[src/hw/rtl/fsfe_pkg.sv]
// Package for the shape fill engine: command codes, canvas constants and the
// command record passed from the front end to the drawing back end. No dependencies.
`default_nettype none
package fsfe_pkg;
  localparam int unsigned DefWidth  = 256;
  localparam int unsigned DefHeight = 128;
  localparam logic [31:0] OpaqueBlack = 32'h0000_00FF;

  typedef enum logic [2:0] {
    OP_CLEAR = 3'd0,
    OP_SET   = 3'd1,
    OP_FILL  = 3'd2,
    OP_ROUND = 3'd3,
    OP_STROKE = 3'd4,
    OP_READ  = 3'd5,
    OP_NOP6  = 3'd6,
    OP_NOP7  = 3'd7
  } op_e;

  // One rectangle job for the back end. Coordinates are 18-bit signed, wide
  // enough for any sum of two 16-bit fields. Round jobs carry the clamped radius.
  typedef struct packed {
    op_e                op;
    logic signed [17:0] x;
    logic signed [17:0] y;
    logic signed [17:0] w;
    logic signed [17:0] h;
    logic        [15:0] r;
    logic        [31:0] color;
    logic               last;
  } job_t;

  typedef enum logic [2:0] {
    BE_IDLE,
    BE_SWEEP,
    BE_READ,
    BE_READ_WAIT,
    BE_DONE
  } be_state_e;

  typedef enum logic [1:0] {
    FE_IDLE,
    FE_EMIT
  } fe_state_e;
endpackage
`default_nettype wire

[src/hw/rtl/fsfe_front.sv]
// Front end: takes commands and breaks them into rectangle jobs (a stroke
// becomes four bands). Depends on fsfe_pkg.
`default_nettype none
module fsfe_front (
  input  wire logic           clk_i,
  input  wire logic           rst_ni,
  input  wire logic           push_i,
  output logic                full_o,
  input  wire logic [2:0]     operation_i,
  input  wire logic [15:0]    pos_x_i,
  input  wire logic [15:0]    pos_y_i,
  input  wire logic [15:0]    rect_width_i,
  input  wire logic [15:0]    rect_height_i,
  input  wire logic [15:0]    corner_radius_i,
  input  wire logic [15:0]    stroke_thickness_i,
  input  wire logic [31:0]    fill_color_i,
  output logic                job_valid_o,
  output fsfe_pkg::job_t      job_o,
  input  wire logic           job_ready_i
);
  import fsfe_pkg::*;

  fe_state_e state_q, state_d;
  logic [1:0] band_q, band_d;
  logic [2:0] op_q;
  logic signed [17:0] x_q, y_q, w_q, h_q, t_q;
  logic signed [17:0] rad_q;
  logic [31:0] color_q;
  logic signed [17:0] half_s, rcl_s;
  logic bad_s;

  always_ff @(posedge clk_i or negedge rst_ni) begin
    if (!rst_ni) begin
      state_q <= FE_IDLE;
      band_q  <= '0;
    end else begin
      state_q <= state_d;
      band_q  <= band_d;
    end
  end

  always_ff @(posedge clk_i) begin
    if (push_i && !full_o) begin
      op_q    <= operation_i;
      x_q     <= 18'(signed'(pos_x_i));
      y_q     <= 18'(signed'(pos_y_i));
      w_q     <= 18'(signed'(rect_width_i));
      h_q     <= 18'(signed'(rect_height_i));
      t_q     <= 18'(signed'(stroke_thickness_i));
      rad_q   <= 18'(signed'(corner_radius_i));
      color_q <= fill_color_i;
    end
  end

  assign full_o = (state_q != FE_IDLE);

  // Clamp radius to [0, min(w,h)/2]; sizes are positive when it matters.
  always_comb begin
    half_s = ((w_q < h_q) ? w_q : h_q) >>> 1;
    rcl_s  = (rad_q < half_s) ? rad_q : half_s;
    if (rcl_s < 0) begin
      rcl_s = '0;
    end
  end

  assign bad_s = (w_q <= 0) || (h_q <= 0) ||
                 ((op_e'(op_q) == OP_STROKE) && (t_q <= 0));

  always_comb begin
    state_d = state_q;
    band_d  = band_q;
    job_o.op    = op_e'(op_q);
    job_o.x     = x_q;
    job_o.y     = y_q;
    job_o.w     = w_q;
    job_o.h     = h_q;
    job_o.r     = rcl_s[15:0];
    job_o.color = color_q;
    job_o.last  = 1'b1;
    if ((op_e'(op_q) == OP_FILL || op_e'(op_q) == OP_ROUND || op_e'(op_q) == OP_STROKE)
        && bad_s) begin
      job_o.op = OP_NOP6;
    end
    if (op_e'(op_q) == OP_STROKE && !bad_s) begin
      job_o.op   = OP_FILL;
      job_o.last = (band_q == 2'd3);
      case (band_q)
        2'd0: job_o.h = t_q;
        2'd1: begin
          job_o.y = y_q + h_q - t_q;
          job_o.h = t_q;
        end
        2'd2: job_o.w = t_q;
        default: begin
          job_o.x = x_q + w_q - t_q;
          job_o.w = t_q;
        end
      endcase
    end
    job_valid_o = (state_q == FE_EMIT);
    case (state_q)
      FE_IDLE: begin
        band_d = '0;
        if (push_i) begin
          state_d = FE_EMIT;
        end
      end
      FE_EMIT: begin
        if (job_ready_i) begin
          band_d = band_q + 2'd1;
          if (job_o.last) begin
            state_d = FE_IDLE;
          end
        end
      end
      default: state_d = FE_IDLE;
    endcase
  end
endmodule
`default_nettype wire

[config.mk]
export PLATFORM = sky130hd
export DESIGN_NAME = fsfe_front
export DESIGN_NICKNAME = d
export VERILOG_FILES = /design/src/hw/rtl/fsfe_pkg.sv /design/src/hw/rtl/fsfe_front.sv
export SDC_FILE = /design/constraint.sdc
export NUM_CORES = 1
export LEC_CHECK = 0
export BUFFER_PORTS_ARGS = -buffer_cell sky130_fd_sc_hd__buf_2
export CORE_UTILIZATION = 48
export DETAILED_ROUTE_END_ITERATION = 16
export GPL_TIMING_DRIVEN = 0
export PLACE_DENSITY = 0.78
export SLEW_MARGIN = 20
export SYNTH_ARGS = -nofsm -noshare
export SYNTH_HDL_FRONTEND = slang
export SYNTH_SLANG_ARGS = --single-unit
[constraint.sdc]
create_clock -name clk_i -period 7.2 [get_ports clk_i]
set_input_delay 1.44 -clock clk_i [delete_from_list [all_inputs] [get_ports clk_i]]
set_output_delay 1.44 -clock clk_i [all_outputs]
set_load 0.02 [all_outputs]
-- Yosys cells after proc, flatten, opt, wreduce, memory -nomap -nowiden
Index checks and enable logic that the tools add are counted.
- add/sub/neg operators: 5
- magnitude comparators: 6
- eq/ne operators: 10
- multiplexer cells: 16
- reductions and logical operators: 18
- operators with widths (kind ; count):
    18-bit 2-to-1 mux ; 6
    75-bit 2-to-1 mux ; 1
    16-bit by 1-bit <= comparator with 1-bit output, second input constant ; 3
    17-bit by 16-bit subtractor with 18-bit output ; 2
    16-bit by 16-bit adder with 17-bit output ; 2
    18-bit by 1-bit < comparator with 1-bit output, second input constant ; 1
    16-bit by 17-bit < comparator with 1-bit output ; 1
    16-bit < comparator ; 1
    16-bit 2-to-1 mux ; 1
    2-bit 2-to-1 mux ; 4
    2-bit one-hot mux with 2 select lines ; 2
    3-bit by 2-bit == test with 1-bit output, second input constant ; 2
    2-bit by 1-bit == test with 1-bit output, second input constant ; 2
    2-bit == test, second input constant ; 2
    1-bit logical AND ; 4
    2-bit logical NOT ; 2
    1-bit logical OR ; 4
    2-bit by 1-bit != test with 1-bit output, second input constant ; 2
    2-bit nonzero test ; 2
    3-bit == test, second input constant ; 1
    3-bit 2-to-1 mux ; 1
    3-bit AND reduction ; 1
    3-bit OR reduction ; 1
    2-bit by 1-bit adder with 2-bit output, second input constant ; 1
    5 further kinds ; 6
- flip-flop bits (word level): 135
- bits of input ports: 135
- output and inout port bits: 126
- logic and storage cells: 65

-- Depth between registers and ports, before layout
Gate-level depths: netlist (run 1).
- word-level depth: 9
- depth in mapped cells: 21
- gate-level depth less buffers: 18

-- Worst setup path after synthesis (run 1)
OpenSTA, ideal clock, no wires.
- kind: input to register
- from: in push_i
- to: reg color_q[0] (enable)
- setup time: 635 ps
- arrival time: 7116 ps
- data required time: 6565 ps
- path slack: -552 ps
- cell stages on the path: 1
- buffers on the path: 0
- path through: nor2b_1
- cells in the longest elaborated chain, start to end: 1
- RTL lines (element ; line ; source):
    from (decl) ; fsfe_front.sv:7 ; input wire logic push_i,
    1-bit logical AND ; fsfe_front.sv:43 ; if (push_i && !full_o) begin
    to (signal assigned) ; fsfe_front.sv:51 ; color_q <= fill_color_i;
    to (decl) ; fsfe_front.sv:28 ; logic [31:0] color_q;
Every way passes these cells.
A chain may end at the register's enable or synchronous reset.

==> impl_metrics.yaml, run 1 <==
run_status:
  status: "finished, final reports clean"
final_layout:
  drive_above_1_share: 0.293
  nFillCells: 1499
  final_common_cell: "buf_2"
  finalInstanceArea_um2: 11100
  nets: 1367
  final_cell_mix: "buf_2 (266), inv_1 (142), edfxtp_1 (131)"
  syn2layout_area_growth_pct: 26.2
yosys:
  netlist_area_um2: 8780
  synthTopCellsByArea: "edfxtp_1 (45%), ha_1 (9.8%), fa_1 (7.3%)"
  ys.flop_type: "edfxtp_1"
  ys_warn_count: 0
  synth_fp_nets: 1083
  synth-edff-count: 131
  syn_area_per_cell_um2: 10.4
  syn_inst: 847
  yosysTopAreaCellShare: 0.448
  yosysSeqAreaShare: 0.457
  synthArstFlopShare: 0.0224
  ys_ff_latch: 134
  synth_cell_types: 60
  yosysTopAreaCell: "edfxtp_1"
routing:
  ant_nets: 0
  routed_wl_mm: 24.2
  drtIter0Drc: 594
  vias: 7315
  dr.pass1.iters: 5
  remaining_drc_errors: 0
  vias_per_cell: 5.32
  wire_per_inst_um: 17.6
cts:
  cts_hold_buf: 0
  cts.sinks: 134
  cts_buffers: 17
  htreeDepth: 4
  clock_path_buffers: 2
  cts_tree: "yes"
  clock_latency_ps: 430
  clkSlewWorstSetupHoldPaths_ps: 60
  cts_root_buf: "clkbuf_16"
sta:
  rsz0062_at_grt: "no"
  tightestPinTransition_ps: 567
  skew_ps: 8.71
  tns_ps: 0
  relSlewSlack: 0.618
  fin_crit_ps: 6880
  period_share: 0.955
  hold_viol: 0
  drv_slew: 0
  clock.fmax_mhz: 145
  setup_violations: 0
global_route:
  gr-max-usage-layer: "met2"
  grt_pass1_vias: 7166
  grt_antenna_before_repair: 1
  met2_usage: 0.438
  grt_usage: 0.258
  use_met3: 0.0706
  overflow: 0
  grt_use_met1: 0.310
  grt_max_degree: 30
  grt_pass1_wl_mm: 36.1
pwr:
  power_switching_uw: 929
  irDropWorstVdd_mv: 0.182
  internal_power_mw: 1.73
  p_per_area_nw_per_um2: 240
  clkPwrFrac: 0.316
  p_leak_nw: 5.17
  combPwrFrac: 0.317
  swShare: 0.349
  pwr-share-seq: 0.367
floorplan:
  die_y_um: 137
  dieArea_um2: 18800
  rows: 49
  die_x_um: 137
  core_area_um2: 18000
  ios: 261
  initial_core_util: 0.489
setup_path:
  path_class: "reg2out"
  required_ps: 5760
  path_max_fanout: 10
  endpoint_kind: "output pin"
  cp-start-kind: "flop"
  cp.arrival_ps: 5440
placed_design:
  hpwl_mm: 19.2
  port_buffers: 259
  placed_area_um2: 10500
  gp_congestion: 0.878
hold_path:
  hold_path.class: "reg2reg"
flow_run:
  maxCapViolCount: 0
## state kept, by name (all words and copies together), names as in the netlist
signal and cells:
y_q 16, state_q 1, rad_q 16, op_q 3
color_q 32, w_q 16, t_q 16, band_q 2
x_q 16, h_q 16
## timing repair
action / in CTS / in global routing
gates resized for setup: 0 / 4
setup buffers: 0 / 0
endpoints found under the setup margin: 0 / 9
## cell families after synthesis
group | after synthesis | share of synthesized area
AND/OR/NAND/NOR | 203 | 0.111
flip-flops | 134 | 0.457
XOR/XNOR | 27 | 0.0269
multiplexers | 18 | 0.0209
other | 1 | 0.000427
adder cells (fa/ha/maj) | 101 | 0.171
AO/OA/AOI/OAI | 190 | 0.133
buffers and inverters | 173 | 0.0807
## layout make-up
type | count | area (µm²) | share of cell area
buffer | 30 | 175 | 0.0158
antenna | 1 | 2.50 | 0.000226
clock buffer | 17 | 425 | 0.0384
inverter | 143 | 537 | 0.0485
timing repair buffer | 265 | 1440 | 0.130
multi-input combinational | 540 | 4070 | 0.367
clock inverter | 15 | 131 | 0.0119
sequential | 134 | 4010 | 0.362
tap | 229 | 287 | 0.0259
## critical path: stages (launching register included)
cell and delay, ps:
edfxtp_1 420, inv_1 270, ha_1 310, a211oi_1 220
a2111oi_0 150, o31a_1 260, o22ai_1 230, buf_2 270
clkbuf_2 250, nor2_1 80, a21oi_1 150, ha_1 260
a21o_1 160, a21o_1 180, a211oi_2 210, o21bai_1 110
a211oi_2 270, nand2_1 140, o31ai_4 420, buf_6 230
mux2i_1 230, buf_2 190
## power by group through the flow
stage | clock, mW | sequential [mW] | combinational, mW
4_1_cts | 0.856 | 0.975 | 0.840
3_3_place_gp | 0 | 1.00 | 0.786
6_report | 0.840 | 0.976 | 0.843
2_1_floorplan | 0 | 0.995 | 0.580
5_1_grt | 0.887 | 0.981 | 0.931
3_5_place_dp | 0 | 0.991 | 0.832
## synth_stat cells, types with 9 or more instances
cell type,count
xnor2_1,10
nor3_1,19
edfxtp_1,131
o21ai_0,63
ha_1,69
a31oi_1,19
mux2i_1,15
clkbuf_1,9
nand2b_1,21
nor4_1,11
xor2_1,17
o21a_1,10
a21oi_1,47
nor2_1,39
nand2_1,80
fa_1,32
inv_1,142
## routing by layer
layer | routed length, µm | part of all wire
met1 | 9700 | 0.40
met4 | 610 | 0.025
met2 | 11900 | 0.49
met5 | 0 | 0
met3 | 1990 | 0.082
## stage by stage
stage	util	instances	total power, mW	setup WS, ps	hold WS, ps
floorplan	-	847	1.58	1310	557
global placement	0.577	1335	1.79	392	562
detailed placement	0.585	1341	1.82	687	600
CTS	0.616	1373	2.67	223	615
global route	0.617	1374	2.80	1.12	653
finish	0.617	1374	2.66	322	618
## worst paths after layout
path / start / end / slack, ps / cells after the start
max: h_q[2]$_DFFE_PP_ / job_o[43] / 320 / 21
min: band_q[1]$_DFFE_PN0P_ / band_q[1]$_DFFE_PN0P_ / 620 / 2
max reg2reg: h_q[15]$_DFFE_PP_ / state_q[0]$_DFFE_PN0P_ / 4970 / 7
min reg2reg: band_q[1]$_DFFE_PN0P_ / band_q[1]$_DFFE_PN0P_ / 620 / 2
max in group asynchronous: rst_ni / band_q[0]$_DFFE_PN0P_ / 6290 / 1
min in group asynchronous: rst_ni / state_q[0]$_DFFE_PN0P_ / 800 / 1
Power figures use the tool's default switching activity.
==> run 2: changes to the inputs <==
- CTS_CLUSTER_DIAMETER: not set -> 80
- clock period: 7.2 -> 5.6 ns (I/O delays scaled with it)
==> impl_metrics.yaml, run 2 (synthesized netlist as in run 1, its figures left out) <==
run_status:
  status: "finished, violations left"
  violations: "setup timing"
flow_run:
  maxCapViolCount: 0
routing:
  drtIter0Drc: 574
  remaining_drc_errors: 0
  vias_per_cell: 5.40
  vias: 7590
  dr.pass1.iters: 5
  routed_wl_mm: 25.4
  ant_nets: 0
  wire_per_inst_um: 18.1
pwr:
  internal_power_mw: 2.30
  pwr-share-seq: 0.355
  swShare: 0.349
  combPwrFrac: 0.340
  p_per_area_nw_per_um2: 306
  power_mw: 3.54
  power_switching_mw: 1.23
  p_leak_nw: 5.35
  clkPwrFrac: 0.305
  irDropWorstVdd_mv: 0.236
sta:
  tightestPinTransition_ps: 562
  clock.fmax_mhz: 171
  fin_crit_ps: 5860
  final.setup.worst_slack_ps: -265
  setup_violations: 15
  relSlewSlack: 0.621
  hold_viol: 0
  period_share: 1.05
  drv_slew: 0
  rsz0062_at_grt: "yes"
  skew_ps: 9.77
  tns_ps: -3030
floorplan:
  die_y_um: 137
  rows: 49
  core_area_um2: 18000
  dieArea_um2: 18800
  die_x_um: 137
  ios: 261
  initial_core_util: 0.489
global_route:
  grt_usage: 0.267
  overflow: 0
  grt_max_degree: 30
  grt_pass1_vias: 7413
  grt_antenna_before_repair: 2
  grt_pass1_wl_mm: 37.3
final_layout:
  drive_above_1_share: 0.334
  final_cell_mix: "buf_2 (250), inv_1 (133), edfxtp_1 (131)"
  largest_reg_flops: 32
  final_util: 0.643
  nets: 1398
  final_common_cell: "buf_2"
  regMostFlops: "color_q"
  syn2layout_area_growth_pct: 31.6
hold_path:
  hold_path.class: "in2async"
setup_path:
  cp.arrival_ps: 4740
  required_ps: 4480
  path_max_fanout: 5
  endpoint_kind: "output pin"
  cp-start-kind: "flop"
  path_class: "reg2out"
placed_design:
  hpwl_mm: 19.2
  port_buffers: 259
  gp_congestion: 0.878
  pre_cts_slack_ps: -593
cts:
  clock_path_buffers: 2
  cts_tree: "yes"
  clock_latency_ps: 420
  cts_buffers: 17
  clkSlewWorstSetupHoldPaths_ps: 70
  htreeDepth: 4
  cts_root_buf: "clkbuf_16"
  cts.sinks: 134
  cts_hold_buf: 0
## run 2: worst paths after layout
path	startpoint	endpoint	slack [ps]	cells past startpoint
setup / recovery	w_q[3]$_DFFE_PP_	job_o[38]	-260	20
hold / removal	rst_ni	state_q[0]$_DFFE_PN0P_	480	1
setup reg to reg	w_q[9]$_DFFE_PP_	state_q[0]$_DFFE_PN0P_	3350	8
hold reg to reg	band_q[1]$_DFFE_PN0P_	band_q[1]$_DFFE_PN0P_	620	2
max in group asynchronous	rst_ni	band_q[0]$_DFFE_PN0P_	5010	1
min in group clk_i	band_q[1]$_DFFE_PN0P_	band_q[1]$_DFFE_PN0P_	620	2
## run 2: power by group through the flow
| stage | sequential (mW) | combinational (mW) | clock, mW |
|---|---|---|---|
| 6_report | 1.25 | 1.20 | 1.08 |
| 5_1_grt | 1.26 | 1.32 | 1.14 |
| 4_1_cts | 1.25 | 1.15 | 1.10 |
| 3_5_place_dp | 1.27 | 1.07 | 0 |
| 3_3_place_gp | 1.29 | 1.01 | 0 |
| 2_1_floorplan | 1.28 | 0.746 | 0 |
## run 2: per-layer routing
metal  vias to the layer above  GRT usage  routed length, µm  share of wire
met5                         -          0                  0              0
met4                         0      0.120                946          0.037
met3                        72     0.0820               2230          0.088
met2                       387      0.445              12400           0.49
met1                      3562      0.317               9920           0.39
li1                       3569          -                  -              -
## run 2: stage by stage
stage | instance area [µm²] | hold slack [ps] | std cells
global placement | 10400 | 562 | 1335
floorplan | 8780 | 557 | 847
CTS | 11300 | 467 | 1394
global route | 11500 | 468 | 1406
finish | 11500 | 480 | 1406
detailed placement | 10500 | 600 | 1341
## run 2: worst max-delay path, stage by stage, from the launching register on
cell and delay (ps):
edfxtp_1 560, ha_2 300, a211oi_4 50, a2111oi_4 340, o31a_1 210, o22ai_4 100
buf_6 140, buf_6 120, nor2_4 110, a21oi_2 50, ha_1 320, a21o_1 180
a21o_1 160, a211oi_2 170, o21bai_1 110, a211oi_2 300, nand2_1 140, o31ai_4 340
buf_6 190, mux2i_2 240, buf_4 180
## run 2: cell type report
class | instances | area, µm²
well taps | 229 | 287
flip-flops and latches | 134 | 4010
fillers | 1443 | 6410
clock buffers | 17 | 425
repair buffers | 297 | 1740
multi-input cells | 540 | 4200
plain buffers | 29 | 199
clock inverters | 15 | 131
inverters | 143 | 547
diodes | 2 | 5.00
## run 2: what timing repair did
item,CTS,global route
buffers inserted,20,11
pin swaps,15,8
gates cloned,1,0
resized for setup,43,30
setup endpoints to repair,15,15
