$ cat src/hw/rtl/fsfe_pkg.sv
// Package for the shape fill engine: command codes, canvas constants and the
// command record passed from the front end to the drawing back end. No dependencies.
`default_nettype none
package fsfe_pkg;
  localparam int unsigned DefWidth  = 256;
  localparam int unsigned DefHeight = 128;
  localparam logic [31:0] OpaqueBlack = 32'h0000_00FF;

  typedef enum logic [2:0] {
    OP_CLEAR = 3'd0,
    OP_SET   = 3'd1,
    OP_FILL  = 3'd2,
    OP_ROUND = 3'd3,
    OP_STROKE = 3'd4,
    OP_READ  = 3'd5,
    OP_NOP6  = 3'd6,
    OP_NOP7  = 3'd7
  } op_e;

  // One rectangle job for the back end. Coordinates are 18-bit signed, wide
  // enough for any sum of two 16-bit fields. Round jobs carry the clamped radius.
  typedef struct packed {
    op_e                op;
    logic signed [17:0] x;
    logic signed [17:0] y;
    logic signed [17:0] w;
    logic signed [17:0] h;
    logic        [15:0] r;
    logic        [31:0] color;
    logic               last;
  } job_t;

  typedef enum logic [2:0] {
    BE_IDLE,
    BE_SWEEP,
    BE_READ,
    BE_READ_WAIT,
    BE_DONE
  } be_state_e;

  typedef enum logic [1:0] {
    FE_IDLE,
    FE_EMIT
  } fe_state_e;
endpackage
`default_nettype wire

$ cat src/hw/rtl/fsfe_jobq.sv
// Two-entry job queue between front end and back end. Depends on fsfe_pkg.
`default_nettype none
module fsfe_jobq (
  input  wire logic      clk_i,
  input  wire logic      rst_ni,
  input  wire logic      in_valid_i,
  input  fsfe_pkg::job_t in_job_i,
  output logic           in_ready_o,
  output logic           out_valid_o,
  output fsfe_pkg::job_t out_job_o,
  input  wire logic      out_ready_i
);
  import fsfe_pkg::*;

  job_t       slot_q [2];
  logic [1:0] cnt_q;
  logic       rd_q, wr_q;
  logic       do_push, do_pop;

  assign in_ready_o  = (cnt_q != 2'd2);
  assign out_valid_o = (cnt_q != 2'd0);
  assign out_job_o   = slot_q[rd_q];
  assign do_push     = in_valid_i && in_ready_o;
  assign do_pop      = out_valid_o && out_ready_i;

  always_ff @(posedge clk_i or negedge rst_ni) begin
    if (!rst_ni) begin
      cnt_q <= '0;
      rd_q  <= 1'b0;
      wr_q  <= 1'b0;
    end else begin
      if (do_push) begin
        wr_q <= ~wr_q;
      end
      if (do_pop) begin
        rd_q <= ~rd_q;
      end
      cnt_q <= cnt_q + {1'b0, do_push} - {1'b0, do_pop};
    end
  end

  always_ff @(posedge clk_i) begin
    if (do_push) begin
      slot_q[wr_q] <= in_job_i;
    end
  end
endmodule
`default_nettype wire

$ cat config.mk
export PLATFORM = sky130hd
export DESIGN_NAME = fsfe_jobq
export DESIGN_NICKNAME = d
export VERILOG_FILES = /design/src/hw/rtl/fsfe_pkg.sv /design/src/hw/rtl/fsfe_jobq.sv
export SDC_FILE = /design/constraint.sdc
export NUM_CORES = 1
export LEC_CHECK = 0
export BUFFER_PORTS_ARGS = -buffer_cell sky130_fd_sc_hd__buf_2
export CORE_MARGIN = 5
export CORE_UTILIZATION = 40
export CTS_CLUSTER_SIZE = 10
export DETAILED_ROUTE_END_ITERATION = 7
export GPL_ROUTABILITY_DRIVEN = 1
export PLACE_DENSITY_LB_ADDON = 0.12
export SYNTH_ARGS = -nofsm -noshare
export SYNTH_HDL_FRONTEND = slang
export SYNTH_SLANG_ARGS = --single-unit
$ cat constraint.sdc
create_clock -name clk_i -period 11.46 [get_ports clk_i]
set_clock_uncertainty 0.1 [all_clocks]
set_input_delay 1.146 -clock clk_i [delete_from_list [all_inputs] [get_ports clk_i]]
set_output_delay 1.146 -clock clk_i [all_outputs]
set_load 0.05 [all_outputs]
# Yosys cells after proc, flatten, opt, wreduce, memory -nomap -nowiden
# Memory sizes are Yosys's and may differ from the RTL's.
# Index checks and enable logic that the tools add are counted.
[totals] regBits=4 word_cells=14 in_bits=128 ram_bits=248 n_memories=1 output_inout_bits=126
[classes] n_mux=2 eq_ne=1 bitwise_logic=2 add_sub_neg=2 n_reduce_logical=3
[mem_list] name="slot_q" words=2 width=124 read_ports=1 rd_ports_with_merged_regs=0 write_ports=1 line_no="fsfe_jobq.sv:15" source="job_t slot_q [2];"
[ops] cell="2-bit by 1-bit adder with 2-bit output" count=1
[ops] cell="1-bit logical AND" count=2
[ops] cell="1-bit two-way mux" count=2
[ops] cell="2-bit != test, second input constant" count=1
[ops] cell="1-bit NOT" count=2
[ops] cell="2-bit nonzero test" count=1
[ops] cell="2-bit by 1-bit subtractor with 2-bit output" count=1

# Longest topological paths before layout
# Gate-level depths: netlist of the first run.
[depth] ltp_word=4 ltp_mapped=7

# Worst setup path before layout of the first run
# No wires, ideal clock.
[synth_path] path_type="in2reg" from="input port in_valid_i" to="memory slot_q[0][0] in the netlist's numbering (enable)" stages=2 n_path_buf=0 arrival_time_ps=6419 slack_ps=4332 t_required_ps=10751 path_cell_list="nand2_1 > nor2_1"
[synth_between] elab_chain_len=3
[synth_rtl] element="from (decl)" line_no="fsfe_jobq.sv:6" source="input wire logic in_valid_i,"
[synth_rtl] element="1-bit logical AND" line_no="fsfe_jobq.sv:23" source="assign do_push = in_valid_i && in_ready_o;"
[synth_rtl] element="1-bit two-way mux" line_no="fsfe_jobq.sv:43" source="if (do_push) begin"
[synth_rtl] element="1-bit two-way mux (implied by the code)" line_no="fsfe_jobq.sv:44" source="slot_q[wr_q] <= in_job_i;"
[synth_rtl] element="to (decl)" line_no="fsfe_jobq.sv:15"
# Every way passes these cells.

==> out/qor.yml, run 1 <==
synth:
  netlist_area_sq_mm: 0.00934
  synth_xor_area_frac: 0.00375
  yosysUniqueCellTypes: 16
  synth_fa_ha_area_frac: 0.00268
  muxShareOfSynthArea: 0.170
  synth-compound-area-share: 0
  synthCells: 403
  synth_top_family_by_area: "multiplexers"
  synth-simple-area-share: 0.00348
  syn-num-nets: 533
  yosysSeqAreaShare: 0.808
  yosysWarnings: 0
  syn_avg_cell_area_sq_um: 23.2
  ys_seq_elements: 252
power:
  power_frac_comb: 0.407
  powerDensity_mw_per_mm2: 308
  p_seq_frac: 0.376
  p_clk_frac: 0.217
  netSwitchingFraction: 0.403
  ir_drop_v: 0.000146
  power.internal_mw: 2.16
  leakage_nw: 4.50
  net-switching-power_mw: 1.46
final_layout:
  drive_gt1_frac: 0.604
  layout.cells.non_filler: 1011
  area_growth_pct: 25.7
  final_core_util: 0.505
  finalInstanceArea_sq_mm: 0.0117
  final_nets: 807
placed_design:
  dpl.hpwl_mm: 12.2
  placed_cell_area_sq_mm: 0.0109
  pre_cts_slack_ps: 7500
  portBuffers: 253
  finalWeightedCongestion: 0.743
  placedCellCount: 965
clock_network:
  postCtsHoldBufs: 0
  clk_pin_slew_ps: 60
  clock_path_buffers: 3
  clock_sinks: 252
  clock-root-buffer: "clkbuf_16"
  htreeDepth: 1
  postCtsSetupRepairBufs: 0
  cts_resized: 0
  numCtsBuffers: 29
  cts_tree: "done"
  clk_latency_ps: 520
grt:
  antenna_found_initial: 4
  grt_pass1_wl_mm: 27.7
  overflow: 0
  grt_busiest_layer: "met2"
  grt_usage: 0.133
  met2_usage: 0.204
  met3_usage: 0.0483
  grt_pass1_vias: 5119
  grt_max_degree: 68
  grt.met1_usage: 0.177
floorplan:
  dieArea_sq_mm: 0.0265
  fp.dieH_microns: 163
  core_area_sq_mm: 0.0233
  initial_core_util: 0.402
  io_pins: 254
  row_count: 56
  fp.dieW_microns: 163
routing:
  via_count: 4652
  wl_mm: 18.4
  drcViolationCount: 0
  firstDrtPassIters: 4
  vias_per_cell: 4.60
  antenna_left: 0
  drt_iter0_drc: 269
  wire_per_inst_microns: 18.2
sta:
  rsz0062_at_grt: "no"
  relSlewSlack: 0.335
  hold_viol: 0
  fin_ws_ps: 7030
  period_share: 0.387
  worst_slew_pin_slew_ps: 997
  finalSetupViolCount: 0
  final_max_slew_viol_count: 0
  timing.setup.tns_ps: 0
  period_minus_slack_ps: 4430
  maxClockFrequency_mhz: 226
worst_setup_path:
  crit-reg2reg-capture: "slot_q[1][7]"
  cpMaxStageDelayCell: "dfrtp_4"
  arrival_ps: 3190
  required_ps: 10210
  cp-end-kind: "output pin"
  r2r_start: "cnt_q[1]"
  path_class: "register to output pin"
  reg2reg_slack_ps: 8760
  cpPeakStageDelay_ps: 1070
  reg2reg_depth: 3
  path_cells: "buf_4, mux2_2, buf_2"
  cp_max_fo: 63
  worst_setup_path_start_kind: "register"
worst_hold_path:
  hold_path.class: "input pin to asynchronous set/reset pin"
status:
  status: "complete, no violations"
run:
  cap_violations: 0
-- critical path, delay by kind of cell (launching register included) --
kind                   cells  cell delay [ps]
buffers and inverters      2             1120
DFF                        1             1070
muxes                      1              430
-- synth_stat cells, drive strengths merged --
master / number / area [sq um]
dfrtp: 4 / 100
nand2b: 1 / 6.26
edfxtp: 248 / 7450
inv: 1 / 3.75
nand2: 1 / 3.75
and3: 1 / 6.26
xor2: 1 / 8.76
mux2: 124 / 1580
and2: 1 / 6.26
or2: 1 / 6.26
buf: 14 / 114
xnor2: 3 / 26.3
ha: 2 / 25.0
nor2: 1 / 3.75
-- flip-flops by register name (all words and copies together) (netlist names) --
signal  flops
wr_q        1
rd_q        1
slot_q    248
cnt_q       2
-- cell usage in the layout (no fill, tap or decap), drive strengths merged, types with 2 or more instances in the layout --
master	Yosys	routed
clkbuf	0	42
mux2	124	124
xnor2	3	3
ha	2	2
edfxtp	248	248
dfrtp	4	4
buf	14	257
diode	0	3
-- logic make-up after synthesis --
group	count (synthesis)
fa+ha+maj	2
buf+inv	15
xor+xnor	4
simple gates	6
mux	124
flops	252
-- per-stage QoR --
stage	total power, mW	hold slack, ps
2_1_floorplan	2.59	361
3_3_place_gp	2.86	391
3_5_place_dp	2.88	410
4_1_cts	3.68	290
5_1_grt	3.78	301
6_report	3.62	322
-- metal layers --
metal  share of wire  up-vias
li1                -     2148
met1            0.42     2265
met2            0.45      192
met3           0.099       41
met4           0.026        6
met5          0.0019        -
-- worst max path at each step --
stage	start	endpoint	slack, ps	cells after the start
floorplan	in_valid_i	slot_q[0][0]	4330	2
finish	rd_q	out_job_o[6]	7030	3
global placement	rd_q	out_job_o[28]	7540	3
global route	rd_q	out_job_o[6]	6850	3
CTS	rd_q	out_job_o[63]	6930	3
detailed placement	rd_q	out_job_o[63]	7500	3
-- final cells by class --
type | instances | area [sq um]
inverters | 1 | 3.75
clock inverters | 1 | 3.75
diodes | 3 | 7.51
fillers | 1998 | 11500
clock buffers | 42 | 795
repair buffers | 257 | 1300
multi-input cells | 136 | 1690
flip-flops and latches | 252 | 7550
well taps | 319 | 399
-- power by group through the flow --
stage / Combinational, mW / Clock [mW] / Sequential, mW
CTS: 1.50 / 0.814 / 1.37
finish: 1.47 / 0.784 / 1.36
global route: 1.54 / 0.855 / 1.38
global placement: 1.49 / 0 / 1.37
floorplan: 1.25 / 0 / 1.35
detailed placement: 1.49 / 0 / 1.38
(Power assumes the default switching activity.)
==> inputs of run 2 (changes only) <==
==> constraint.sdc (replaced) <==
create_clock -name clk_i -period 4.28 [get_ports clk_i]
set_clock_uncertainty 0.1 [all_clocks]
set_input_delay 0.428 -clock clk_i [delete_from_list [all_inputs] [get_ports clk_i]]
set_output_delay 0.428 -clock clk_i [all_outputs]
set_load 0.05 [all_outputs]
==> out/qor.yml, run 2 (synthesis results as in run 1) <==
placed_design:
  placed_cell_area_sq_mm: 0.0110
  portBuffers: 253
  dpl.hpwl_mm: 12.5
  pre_cts_slack_ps: 1670
  finalWeightedCongestion: 0.742
  placedCellCount: 969
sta:
  period_share: 0.722
  period_minus_slack_ps: 3090
  worst_slew_pin_slew_ps: 889
  final_max_slew_viol_count: 0
  maxClockFrequency_mhz: 324
  hold_viol: 0
  relSlewSlack: 0.407
  timing.setup.tns_ps: 0
  fin_ws_ps: 1190
  finalSetupViolCount: 0
  rsz0062_at_grt: "no"
power:
  leakage_nw: 5.04
  power_frac_comb: 0.418
  p_clk_frac: 0.212
  net-switching-power_mw: 3.95
  ir_drop_v: 0.000466
  p_seq_frac: 0.370
  powerDensity_mw_per_mm2: 752
  power.internal_mw: 5.85
  netSwitchingFraction: 0.403
floorplan:
  fp.dieH_microns: 163
  row_count: 56
  initial_core_util: 0.402
  dieArea_sq_mm: 0.0265
  fp.dieW_microns: 163
  core_area_sq_mm: 0.0233
  io_pins: 254
routing:
  wire_per_inst_microns: 17.1
  via_count: 5127
  firstDrtPassIters: 4
  wl_mm: 19.4
  antenna_left: 0
  drcViolationCount: 0
  drt_iter0_drc: 220
  vias_per_cell: 4.51
final_layout:
  regArea_sq_mm: 0.00755
  layout.cells.non_filler: 1137
  finalInstanceArea_sq_mm: 0.0130
  drive_gt1_frac: 0.512
  layout_top_registers: "slot_q x248, cnt_q x2"
  fillers: 1864
  layout_commonest_cell: "buf_2"
  largest_reg_flops: 248
  area_growth_pct: 39.4
  final_nets: 936
  num_antenna_cells: 0
  regMostFlops: "slot_q"
  multi_input_area_sq_mm: 0.00169
  final_cell_mix: "253 x buf_2, 248 x edfxtp_1, 125 x dlygate4sd3_1, 74 x mux2_2, 50 x mux2_4"
worst_setup_path:
  r2r_start: "cnt_q[1]"
  cpPeakStageDelay_ps: 1020
  cpMaxStageDelayCell: "dfrtp_4"
  cp_max_fo: 54
  path_cells: "buf_4, mux2_2, buf_2"
  cp_num_buf_inv: 2
  worstSetupStartpoint: "rd_q"
  required_ps: 3750
  worst_setup_path_start_kind: "register"
  cp-end-kind: "output pin"
  path_class: "register to output pin"
  crit_family: "flip-flops"
  arrival_ps: 2560
clock_network:
  clock_sinks: 252
  clk_pin_slew_ps: 50
  clock_path_buffers: 3
  numCtsBuffers: 29
  htreeDepth: 1
  postCtsSetupRepairBufs: 0
  clock-root-buffer: "clkbuf_16"
  cts_tree: "done"
  clk_latency_ps: 520
grt:
  grt_usage: 0.140
  grt_pass1_vias: 5649
  grt_pass1_wl_mm: 29.5
  grt_max_degree: 68
  antenna_found_initial: 0
  overflow: 0
status:
  status: "complete, no violations"
worst_hold_path:
  hold_path.class: "input pin to register"
  min_from: "out_ready_i"
run:
  cap_violations: 0
[run 2: changes by cell type in the layout (fill, tap and decap cells not counted), sizes merged]
cell         before  now
buf             257  261
clkbuf           42   41
clkinv            1    2
diode             3    0
dlygate4sd3       0  125
[run 2: tightest hold or removal path, stage by stage]
cell	delay, ps
buf_2	80
and2_1	150
xor2_1	70
[run 2: per-layer routing]
metal  vias to the layer above  GRT usage  share of wire
met5                         -          0              0
met4                         0     0.0400          0.026
met3                        39     0.0537          0.095
met2                       188      0.235           0.48
met1                      2499      0.170           0.40
li1                       2401          -              -
[run 2: repair_timing]
action                                 4_1_cts  5_1_grt
hold buffers                               125        0
resized for setup                            0        0
endpoints found under the hold margin      252        0
[run 2: worst paths after layout]
path,slack [ps],to,depth (start not counted)
worst max-delay path,1190,out_job_o[27],3
worst min-delay path,140,rd_q,3
worst max register to register,2030,slot_q[1][59],3
max in group asynchronous,3790,rd_q,2
min in group asynchronous,150,cnt_q[0],2
worst min register to register,450,cnt_q[0],1
[run 2: final cells by class]
class	count	share of cell area
tap	319	0.0306
sequential	252	0.580
clock inverter	2	0.000672
multi-input combinational	136	0.130
clock buffer	41	0.0592
inverter	1	0.000288
timing repair buffer	386	0.200
[run 2: through the flow]
step,power [mW],util,hold WS (ps)
6_report,9.80,0.560,142
2_1_floorplan,6.88,-,32.4
4_1_cts,9.94,0.560,113
5_1_grt,10.2,0.560,148
3_5_place_dp,7.74,0.473,139
3_3_place_gp,7.68,0.473,135
[run 2: power groups by stage]
| stage | Clock, mW | Sequential, mW | Combinational [mW] |
|---|---|---|---|
| after global routing | 2.26 | 3.68 | 4.29 |
| after global placement | 0 | 3.66 | 4.03 |
| after CTS | 2.15 | 3.64 | 4.15 |
| final | 2.07 | 3.63 | 4.10 |
| after detailed placement | 0 | 3.69 | 4.05 |
| after floorplan | 0 | 3.54 | 3.35 |
==> inputs of run 3 (changes only) <==
==> constraint.sdc (replaced) <==
create_clock -name clk_i -period 3.1 [get_ports clk_i]
set_clock_uncertainty 0.1 [all_clocks]
set_input_delay 0.31 -clock clk_i [delete_from_list [all_inputs] [get_ports clk_i]]
set_output_delay 0.31 -clock clk_i [all_outputs]
set_load 0.05 [all_outputs]
==> out/qor.yml, run 3 (synthesis results as in run 1) <==
grt:
  met2_usage: 0.245
  met3_usage: 0.0483
  overflow: 0
  grt_pass1_vias: 5724
  grt_busiest_layer: "met2"
  grt.met1_usage: 0.169
  grt_pass1_wl_mm: 29.4
  grt_max_degree: 125
  grt_usage: 0.141
  antenna_found_initial: 1
floorplan:
  io_pins: 254
  row_count: 56
  dieArea_sq_mm: 0.0265
  core_area_sq_mm: 0.0233
  fp.dieH_microns: 163
  fp.dieW_microns: 163
  initial_core_util: 0.402
run:
  cap_violations: 0
clock_network:
  numCtsBuffers: 29
  clk_latency_ps: 520
  clk_pin_slew_ps: 50
  clock_sinks: 252
  clock-root-buffer: "clkbuf_16"
  cts_tree: "done"
  htreeDepth: 1
  clock_path_buffers: 3
  postCtsSetupRepairBufs: 0
final_layout:
  layout_commonest_cell: "buf_2"
  finalInstanceArea_sq_mm: 0.0131
  drive_gt1_frac: 0.517
  final_nets: 939
  largest_reg_flops: 248
  layout_top_registers: "slot_q x248, cnt_q x2"
  regMostFlops: "slot_q"
  area_growth_pct: 40.0
  final_cell_mix: "253 x buf_2, 248 x edfxtp_1, 127 x dlygate4sd3_1, 74 x mux2_2, 50 x mux2_4"
  layout.cells.non_filler: 1135
placed_design:
  placedCellCount: 970
  portBuffers: 253
  dpl.hpwl_mm: 12.2
  finalWeightedCongestion: 0.732
  placed_cell_area_sq_mm: 0.0110
sta:
  rsz0062_at_grt: "no"
  maxClockFrequency_mhz: 358
  finalSetupViolCount: 0
  relSlewSlack: 0.469
  final_max_slew_viol_count: 0
  period_minus_slack_ps: 2800
  period_share: 0.902
  whs_ps: 48.9
  hold_viol: 0
  worst_slew_pin_slew_ps: 797
  timing.setup.tns_ps: 0
worst_setup_path:
  path_class: "register to output pin"
  required_ps: 2690
  cp-end-kind: "output pin"
  reg2reg_slack_ps: 1180
  worst_setup_path_start_kind: "register"
  arrival_ps: 2390
  r2r_start: "cnt_q[1]"
  reg2reg_depth: 7
  cp_max_fo: 43
  crit-reg2reg-capture: "cnt_q[1]"
routing:
  drcViolationCount: 0
  wl_mm: 19.5
  vias_per_cell: 4.50
  wire_per_inst_microns: 17.2
  antenna_left: 0
  via_count: 5112
  firstDrtPassIters: 4
  drt_iter0_drc: 254
power:
  power.internal_mw: 8.11
  power_frac_comb: 0.425
  p_clk_frac: 0.208
  p_seq_frac: 0.368
  netSwitchingFraction: 0.402
  leakage_nw: 5.06
  powerDensity_mw_per_mm2: 1040
  ir_drop_v: 0.000622
  net-switching-power_mw: 5.45
worst_hold_path:
  hold_path.class: "input pin to asynchronous set/reset pin"
status:
  status: "complete, no violations"
-- run 3: cell count changes in the layout (fill, tap and decap cells not counted), sizes merged --
cell | previous run | this run
buf | 261 | 262
diode | 0 | 1
clkbuf | 41 | 37
dlygate4sd3 | 125 | 127
clkinv | 2 | 0
-- run 3: metal layers --
layer  part of all wire  vias up
li1                   -     2411
met1               0.40     2476
met2               0.49      195
met3              0.092       30
met4              0.016        0
met5                  0        -
-- run 3: area by class of cell --
cell class,count,area [sq um]
fillers,1869,10200
flip-flops and latches,252,7550
repair buffers,389,2670
multi-input cells,136,1700
clock buffers,37,756
well taps,319,399
inverters,1,3.75
diodes,1,2.50
-- run 3: worst max-delay path, stage by stage (launching register included) --
cell     delay (ps)
dfrtp_4         920
buf_12          280
mux2_2          380
buf_2           220
-- run 3: what timing repair did --
action | in CTS | in global routing
hold buffers | 127 | 0
setup endpoints to repair | 0 | 0
endpoints found under the hold margin | 254 | 0
resized for setup | 0 | 0
-- run 3: how the worst max path moves through the flow --
stage                        start        endpoint  cells past startpoint
after floorplan           cnt_q[1]    slot_q[0][0]                      3
after global placement        rd_q  out_job_o[119]                      3
after detailed placement      rd_q   out_job_o[63]                      3
after CTS                     rd_q  out_job_o[114]                      3
after global routing          rd_q   out_job_o[18]                      3
final                         rd_q    out_job_o[4]                      3
-- run 3: power groups by stage --
stage          Sequential [mW]  Clock [mW]  Combinational (mW)
2_1_floorplan             4.89           0                4.63
3_3_place_gp              5.03           0                5.67
3_5_place_dp              5.06           0                5.70
4_1_cts                   5.00        2.93                5.84
5_1_grt                   5.06        3.09                6.01
6_report                  4.99        2.82                5.76
-- run 3: through the flow --
stage               power (mW)  utilization  setup slack (ps)
finish                    13.6        0.562               304
global route              14.2        0.562               157
CTS                       13.8        0.562               204
detailed placement        10.8        0.475               804
global placement          10.7        0.475               802
floorplan                 9.52            -              19.5
